File: src/rtl/spd_pkg.sv
`timescale 1ns / 1ps
// spd_pkg: shared types and constants for the servo packet deframer
// no dependencies; imported by every module of the block

package spd_pkg;

	localparam int BYTE_W = 8;
	localparam int POS_W  = 17;
	localparam int LEN_W  = 16;

	localparam logic [BYTE_W-1:0] HDR_A = 8'hFF;
	localparam logic [BYTE_W-1:0] HDR_C = 8'hFD;

	// fixed byte positions inside a packet
	localparam logic [POS_W-1:0] POS_RSVD   = 17'd3;
	localparam logic [POS_W-1:0] POS_ID     = 17'd4;
	localparam logic [POS_W-1:0] POS_LEN_LO = 17'd5;
	localparam logic [POS_W-1:0] POS_LEN_HI = 17'd6;

	localparam logic STAT_BYTE   = 1'b0;
	localparam logic STAT_RESYNC = 1'b1;

	// width of the packed output data word: byte, position, id, padded to bytes
	localparam int ODATA_W = 40;

	typedef struct packed {
		logic              status;
		logic [BYTE_W-1:0] data_byte;
		logic [POS_W-1:0]  position;
		logic [BYTE_W-1:0] servo_id;
		logic              last_byte;
	} spd_res_t;

	localparam int RES_W = $bits(spd_res_t);

endpackage

File: src/rtl/spd_front.sv
`timescale 1ns / 1ps
// spd_front: header hunt, position tracking and classification of each byte
// depends on spd_pkg

module spd_front
	import spd_pkg::*;
(
	input  logic              clk,
	input  logic              arst_n,
	input  logic              accept,
	input  logic [BYTE_W-1:0] rx_byte,
	output logic              push,
	output spd_res_t          res
);

	typedef enum logic [1:0] {
		PH_WAIT0,
		PH_WAIT1,
		PH_WAIT2,
		PH_BODY
	} phase_t;

	phase_t            phase_q, phase_d;
	logic [POS_W-1:0]  pos_q, pos_d;
	logic [LEN_W-1:0]  len_q, len_d;
	logic [BYTE_W-1:0] id_q, id_d;

	logic [BYTE_W-1:0] want;
	logic [BYTE_W-1:0] id_eff;
	logic [LEN_W-1:0]  len_eff;
	logic [POS_W-1:0]  end_pos;
	logic              is_last;

	// id and length as they stand after this byte
	always_comb begin
		id_eff  = (pos_q == POS_ID) ? rx_byte : id_q;
		len_eff = len_q;
		if (pos_q == POS_LEN_LO)
			len_eff = {{(LEN_W-BYTE_W){1'b0}}, rx_byte};
		else if (pos_q == POS_LEN_HI)
			len_eff = {rx_byte, len_q[BYTE_W-1:0]};
		end_pos = POS_LEN_HI + {{(POS_W-LEN_W){1'b0}}, len_eff};
		is_last = (pos_q >= POS_LEN_HI) && (pos_q == end_pos);
	end

	always_comb begin
		phase_d = phase_q;
		pos_d   = pos_q;
		len_d   = len_q;
		id_d    = id_q;
		push    = 1'b0;
		want    = (phase_q == PH_WAIT2) ? HDR_C : HDR_A;
		res     = '{status: STAT_BYTE, data_byte: rx_byte, position: pos_q,
			servo_id: '0, last_byte: 1'b0};
		case (phase_q)
			PH_WAIT0, PH_WAIT1, PH_WAIT2: begin
				res.position = POS_W'(phase_q);
				if (rx_byte != want) begin
					// drop the partial header and hunt again
					push       = accept;
					res.status = STAT_RESYNC;
					phase_d    = PH_WAIT0;
					pos_d      = '0;
					len_d      = '0;
					id_d       = '0;
				end else begin
					phase_d = phase_t'(phase_q + 2'd1);
					pos_d   = POS_W'(phase_q) + POS_W'(1);
				end
			end
			PH_BODY: begin
				push          = accept;
				res.servo_id  = (pos_q >= POS_ID) ? id_eff : '0;
				res.last_byte = is_last;
				if (is_last) begin
					phase_d = PH_WAIT0;
					pos_d   = '0;
					len_d   = '0;
					id_d    = '0;
				end else begin
					pos_d = pos_q + POS_W'(1);
					len_d = len_eff;
					id_d  = id_eff;
				end
			end
			default: begin
				phase_d = PH_WAIT0;
			end
		endcase
	end

	always_ff @(posedge clk or negedge arst_n) begin
		if (!arst_n) begin
			phase_q <= PH_WAIT0;
			pos_q   <= '0;
			len_q   <= '0;
			id_q    <= '0;
		end else if (accept) begin
			phase_q <= phase_d;
			pos_q   <= pos_d;
			len_q   <= len_d;
			id_q    <= id_d;
		end
	end

	a_byte_only_in_body: assert property (@(posedge clk) disable iff (!arst_n)
		push && res.status == STAT_BYTE |-> phase_q == PH_BODY)
		else $error("packet byte passed on outside packet body");

	a_last_returns_idle: assert property (@(posedge clk) disable iff (!arst_n)
		push && res.last_byte |=> phase_q == PH_WAIT0 && pos_q == '0)
		else $error("framer did not return to idle after last byte");

	a_body_pos_range: assert property (@(posedge clk) disable iff (!arst_n)
		phase_q == PH_BODY |-> pos_q >= POS_RSVD)
		else $error("body position below reserved byte");

endmodule

File: src/rtl/spd_queue.sv
`timescale 1ns / 1ps
// spd_queue: small register queue between the framer front and the output stage
// depends on spd_pkg

module spd_queue
	import spd_pkg::*;
#(
	parameter int DEPTH = 4
) (
	input  logic     clk,
	input  logic     arst_n,
	input  logic     push,
	input  spd_res_t wr_data,
	output logic     full,
	input  logic     pop,
	output logic     not_empty,
	output spd_res_t rd_data
);

	localparam int IDX_W = (DEPTH > 1) ? $clog2(DEPTH) : 1;
	localparam int CNT_W = $clog2(DEPTH + 1);

	spd_res_t         mem_q [DEPTH];
	logic [IDX_W-1:0] wr_ptr_q, rd_ptr_q;
	logic [CNT_W-1:0] count_q;

	assign full      = (count_q == CNT_W'(DEPTH));
	assign not_empty = (count_q != '0);
	assign rd_data   = mem_q[rd_ptr_q];

	always_ff @(posedge clk) begin
		if (push)
			mem_q[wr_ptr_q] <= wr_data;
	end

	always_ff @(posedge clk or negedge arst_n) begin
		if (!arst_n) begin
			wr_ptr_q <= '0;
			rd_ptr_q <= '0;
			count_q  <= '0;
		end else begin
			if (push)
				wr_ptr_q <= (wr_ptr_q == IDX_W'(DEPTH - 1)) ? '0 : wr_ptr_q + IDX_W'(1);
			if (pop)
				rd_ptr_q <= (rd_ptr_q == IDX_W'(DEPTH - 1)) ? '0 : rd_ptr_q + IDX_W'(1);
			if (push && !pop)
				count_q <= count_q + CNT_W'(1);
			else if (pop && !push)
				count_q <= count_q - CNT_W'(1);
		end
	end

	a_no_overflow: assert property (@(posedge clk) disable iff (!arst_n)
		push |-> !full)
		else $error("queue written while full");

	a_no_underflow: assert property (@(posedge clk) disable iff (!arst_n)
		pop |-> not_empty)
		else $error("queue read while empty");

	a_push_fills: assert property (@(posedge clk) disable iff (!arst_n)
		push && !pop |=> not_empty)
		else $error("queue empty after a lone write");

endmodule

File: src/rtl/spd_back.sv
`timescale 1ns / 1ps
// spd_back: output register stage, drains the queue onto the master stream
// depends on spd_pkg

module spd_back
	import spd_pkg::*;
(
	input  logic               clk,
	input  logic               arst_n,
	input  logic               q_not_empty,
	input  spd_res_t           q_data,
	output logic               q_pop,
	output logic               out_valid,
	input  logic               out_ready,
	output logic [ODATA_W-1:0] out_data,
	output logic               out_user,
	output logic               out_last
);

	logic     valid_q;
	spd_res_t res_q;

	// refill whenever the register is empty or being taken this cycle
	assign q_pop = q_not_empty && (!valid_q || out_ready);

	always_ff @(posedge clk or negedge arst_n) begin
		if (!arst_n)
			valid_q <= 1'b0;
		else if (q_pop)
			valid_q <= 1'b1;
		else if (out_ready)
			valid_q <= 1'b0;
	end

	always_ff @(posedge clk) begin
		if (q_pop)
			res_q <= q_data;
	end

	assign out_valid = valid_q;
	assign out_data  = {{(ODATA_W-BYTE_W-POS_W-BYTE_W){1'b0}},
		res_q.servo_id, res_q.position, res_q.data_byte};
	assign out_user  = res_q.status;
	assign out_last  = res_q.last_byte;

endmodule

File: src/rtl/servo_packet_deframer.sv
`timescale 1ns / 1ps
// servo_packet_deframer: top level of the servo bus packet deframer
// depends on spd_pkg, spd_front, spd_queue, spd_back
//
// throughput: one byte per cycle sustained while the queue has room; the front stalls only when it is full
// an accepted byte is written into the queue, then loaded into the output register, which
// drives it onto the master stream; m_axis_tready back pressure can hold it in either
// header bytes that match produce no item; every other byte produces exactly one
// reset: arst_n clears the framer to header hunt, empties the queue and output
// register; no clearing pass, input ready stays high through reset as the queue is empty

module servo_packet_deframer
	import spd_pkg::*;
#(
	parameter int QUEUE_DEPTH = 4
) (
	input  logic               clk,
	input  logic               arst_n,
	// received bytes
	input  logic               s_axis_tvalid,
	output logic               s_axis_tready,
	input  logic [7:0]         s_axis_tdata,   // [7:0] rx_byte
	// framed items
	output logic               m_axis_tvalid,
	input  logic               m_axis_tready,
	output logic [ODATA_W-1:0] m_axis_tdata,   // [7:0] data_byte, [24:8] position,
	                                           // [32:25] servo_id, [39:33] zero
	output logic [0:0]         m_axis_tuser,   // [0] status, 1 on resync
	output logic               m_axis_tlast    // byte completes the packet
);

	logic     q_full;
	logic     in_accept;
	logic     push;
	spd_res_t front_res;
	logic     q_not_empty;
	logic     q_pop;
	spd_res_t q_data;
	logic     out_user;

	// front only stalls when the queue has no room
	assign s_axis_tready = !q_full;
	assign in_accept     = s_axis_tvalid && s_axis_tready;

	// framer front: tracks header hunt and body position, classifies each item
	spd_front u_front (
		.clk     (clk),
		.arst_n  (arst_n),
		.accept  (in_accept),
		.rx_byte (s_axis_tdata),
		.push    (push),
		.res     (front_res)
	);

	// decouples the front from back pressure on the master side
	spd_queue #(
		.DEPTH (QUEUE_DEPTH)
	) u_queue (
		.clk       (clk),
		.arst_n    (arst_n),
		.push      (push),
		.wr_data   (front_res),
		.full      (q_full),
		.pop       (q_pop),
		.not_empty (q_not_empty),
		.rd_data   (q_data)
	);

	// output register, packs items onto the master stream
	spd_back u_back (
		.clk         (clk),
		.arst_n      (arst_n),
		.q_not_empty (q_not_empty),
		.q_data      (q_data),
		.q_pop       (q_pop),
		.out_valid   (m_axis_tvalid),
		.out_ready   (m_axis_tready),
		.out_data    (m_axis_tdata),
		.out_user    (out_user),
		.out_last    (m_axis_tlast)
	);

	assign m_axis_tuser = out_user;

endmodule

File: config.mk
export PLATFORM = sky130hd
export DESIGN_NAME = servo_packet_deframer
export DESIGN_NICKNAME = d
export VERILOG_FILES = /design/src/rtl/spd_pkg.sv /design/src/rtl/spd_front.sv /design/src/rtl/spd_queue.sv /design/src/rtl/spd_back.sv /design/src/rtl/servo_packet_deframer.sv
export SDC_FILE = /design/constraint.sdc
export NUM_CORES = 1
export LEC_CHECK = 0
export BUFFER_PORTS_ARGS = -buffer_cell sky130_fd_sc_hd__buf_2
export CORE_ASPECT_RATIO = 0.8
export CORE_MARGIN = 2
export CORE_UTILIZATION = 55
export CTS_CLUSTER_DIAMETER = 100
export DETAILED_ROUTE_END_ITERATION = 8
export PLACE_DENSITY_LB_ADDON = 0.25
export SYNTH_ARGS = -nofsm -noshare
export SYNTH_HDL_FRONTEND = slang
export SYNTH_SLANG_ARGS = --single-unit
File: constraint.sdc
create_clock -name clk -period 4.7 [get_ports clk]
set_clock_uncertainty 0.05 [all_clocks]
set_input_delay 0.94 -clock clk [delete_from_list [all_inputs] [get_ports clk]]
set_output_delay 0.94 -clock clk [all_outputs]
set_load 0.01 [all_outputs]
==> flow_summary.json <==
{
  "synthTopCellsByArea": "edfxtp_1, dfrtp_1, mux4_2, mux2i_1, xnor2_1",
  "worstSetupPathType": "flop to flop",
  "drive_above_1_share": 0.265,
  "swShare": 0.275,
  "crit_path_end_kind": "flop",
  "grt_pass1_vias": 6493,
  "cts_tree": "done",
  "min_to": "u_front.id_q[1]",
  "rsz0062_at_grt": "yes",
  "fillCellCount": 1322,
  "power_density_nw_per_um2": 477,
  "gp_congestion": 0.963,
  "hpwl_um": 16300,
  "yosys.area.top_type": "edfxtp_1",
  "numClockSinks": 226,
  "worstPathMaxFanout": 5,
  "crit_family": "simple AND/OR/NAND/NOR gates",
  "die_area_um2": 19700,
  "antenna_found_initial": 0,
  "clockRootBuffer": "clkbuf_16",
  "worstPathCellList": "or4_4 > or4_4 > nor2_4 > a21oi_2 > ha_2 > or4_1 > a21o_1 > and3_1 > or4_1 > or4_4 > o31ai_4 > buf_6 > nor4b_2 > buf_4 > a22o_1",
  "hp-start": "u_front.id_q[1]",
  "max_slew_margin": 0.502,
  "setup_viol": 0,
  "postSynth.asyncResetShare": 0.226,
  "firstDrtPassIters": 5,
  "drv_slew": 0,
  "cts_setup_buffers": 0,
  "critPathBufInv": 2,
  "timing.rr.start": "u_front.pos_q[12]",
  "hold_viol": 0,
  "p_clk_frac": 0.298,
  "crit_slowest_cell": "or4_4",
  "tightest_slew_ps": 741,
  "vias_per_cell": 6.03,
  "synth_seq_cells": 226,
  "grt_first_pass_wirelength_um": 37700,
  "crit_path_frequent_cell": "or4_4",
  "wl_um": 23900,
  "reg2reg_slack_ps": 120,
  "synth_common_cells": "edfxtp_1, dfrtp_1, nor2_1",
  "synthMuxAreaShare": 0.103,
  "synth_top_area_share": 0.513,
  "finalCritPeriodShare": 0.974,
  "synth_xor_area_frac": 0.0265,
  "synth_top_family_by_area": "simple AND/OR/NAND/NOR gates",
  "drt_iter0_drc": 510,
  "ant_nets": 0,
  "yosys_warnings": 0,
  "overflow": 0,
  "grt_use_total": 0.250,
  "maxCapViolCount": 0,
  "io_buffers": 48,
  "final_net_count": 825,
  "max_freq_mhz": 218,
  "critical_path_depth": 15,
  "boundaryPins": 56,
  "cts_inserted_buffers": 23,
  "rr_endpoint": "u_front.len_q[6]",
  "ir_drop_mv": 0.372,
  "cts.repair.resized": 0,
  "ff2ff_path_depth": 15,
  "die_w_um": 157,
  "syn_avg_cell_area_um2": 14.3,
  "synth_edf_count": 175,
  "fin_setup_tns_ps": 0,
  "grt_max_degree": 52,
  "seq_power_share": 0.492,
  "std_cell_rows": 44,
  "place_inst": 1028,
  "ys_seq_area_frac": 0.637,
  "period_needed_ps": 4580,
  "internal_power_mw": 4.10,
  "p_sw_mw": 1.55,
  "worst_hold_path_type": "flop to flop",
  "synth.most_common_cell": "edfxtp_1",
  "initial_utilization": 0.562,
  "synthesis.area_um2": 10200,
  "synth_adder_area_share": 0.0166,
  "p_leak_nw": 4.40,
  "cp_data_required_time_ps": 5050,
  "pwr-share-comb": 0.211,
  "wl_per_cell_um": 22.4,
  "whs_ps": 451,
  "antennaDiodeCount": 0,
  "synth_ff_type": "edfxtp_1",
  "cpPeakStageDelay_ps": 630,
  "hold_buffers": 0,
  "htree_levels": 1,
  "area_growth_pct": 15.7,
  "synth_compound_area_frac": 0.0700,
  "fin_cells": 1069,
  "crit_arrival_ps": 4930,
  "clk_pin_slew_ps": 60,
  "clk_latency_ps": 520,
  "design.core.area_um2": 18200,
  "synthSimpleGateAreaFrac": 0.107,
  "die_y_um": 126,
  "totalPowerFinal_mw": 5.66,
  "synth_cell_types": 71,
  "vias": 6449,
  "syn-instance-count": 715,
  "cts_buffer_depth": 3,
  "start_kind": "flop",
  "hold_depth": 1,
  "status": "finished clean",
  "drc": 0
}
## flip-flops by register name, indices dropped and copies added (netlist names)
register / cells
u_front.pos_q: 17
u_queue.wr_ptr_q: 2
u_front.phase_q: 2
u_back.out_last: 1
u_back.out_valid: 1
u_front.len_q: 16
u_queue.count_q: 3
u_queue.rd_ptr_q: 2
u_back.out_data: 33
u_back.out_user: 1
u_queue.mem_q: 140
u_front.id_q: 8
## per-layer routing
layer  wire length (um)  up-vias  global-route usage
met1              10800     3272               0.377
li1                   -     2896                   -
met2              11100      251               0.392
met5                  0        -                   0
met4                415        0              0.0545
met3               1550       30              0.0385
## through the flow
step / worst slack, ps / area (um2) / util
2_1_floorplan: -232 / 10300 / -
3_3_place_gp: 35.5 / 11000 / 0.606
3_5_place_dp: 13.4 / 11000 / 0.606
4_1_cts: 3.28 / 11700 / 0.645
5_1_grt: -19.1 / 11900 / 0.651
6_report: 122 / 11900 / 0.651
## cell type report
cell class              count  area, um2  share of cell area
clock buffers              33        633              0.0534
clock inverters             8       63.8             0.00538
inverters                  30        113             0.00950
multi-input cells         408       3460               0.292
flip-flops and latches    226       6530               0.551
well taps                 253        317              0.0267
repair buffers            111        737              0.0622
## logic make-up after synthesis
| kind of cell | after synthesis |
|---|---|
| xor gates and xnor gates | 31 |
| and+or+nand+nor | 196 |
| other | 1 |
| buffers and inverters | 87 |
| AOI/OAI and AO/OA | 100 |
| DFF | 226 |
| adders and majority gates | 13 |
| muxes | 61 |
## worst max path at each step
stage                                 start                to
final                     u_front.pos_q[12]  u_front.len_q[6]
after global routing       u_front.pos_q[5]  u_front.len_q[3]
after CTS                 u_front.pos_q[12]  u_front.len_q[9]
after detailed placement  u_front.pos_q[12]  u_front.len_q[9]
after global placement     u_front.pos_q[4]  u_front.len_q[9]
after floorplan           u_front.pos_q[12]  u_front.pos_q[8]
## power groups by stage
stage / clock network, mW / registers, mW / logic [mW]
after CTS: 1.72 / 2.79 / 1.22
after detailed placement: 0 / 2.83 / 1.21
after global placement: 0 / 2.80 / 1.18
after global routing: 1.79 / 2.82 / 1.30
after floorplan: 0 / 2.85 / 0.742
final: 1.68 / 2.78 / 1.19
## cell usage in the layout (no fill, tap or decap), types with 21 or more instances in the layout
| master | instances |
|---|---|
| and2_1 | 21 |
| mux4_2 | 35 |
| nand3_1 | 26 |
| nand2_1 | 25 |
| inv_1 | 29 |
| dfrtp_1 | 50 |
| buf_2 | 48 |
| buf_4 | 59 |
| nor2_1 | 37 |
| edfxtp_1 | 175 |
| clkbuf_16 | 23 |
(Power assumes the default switching activity.)
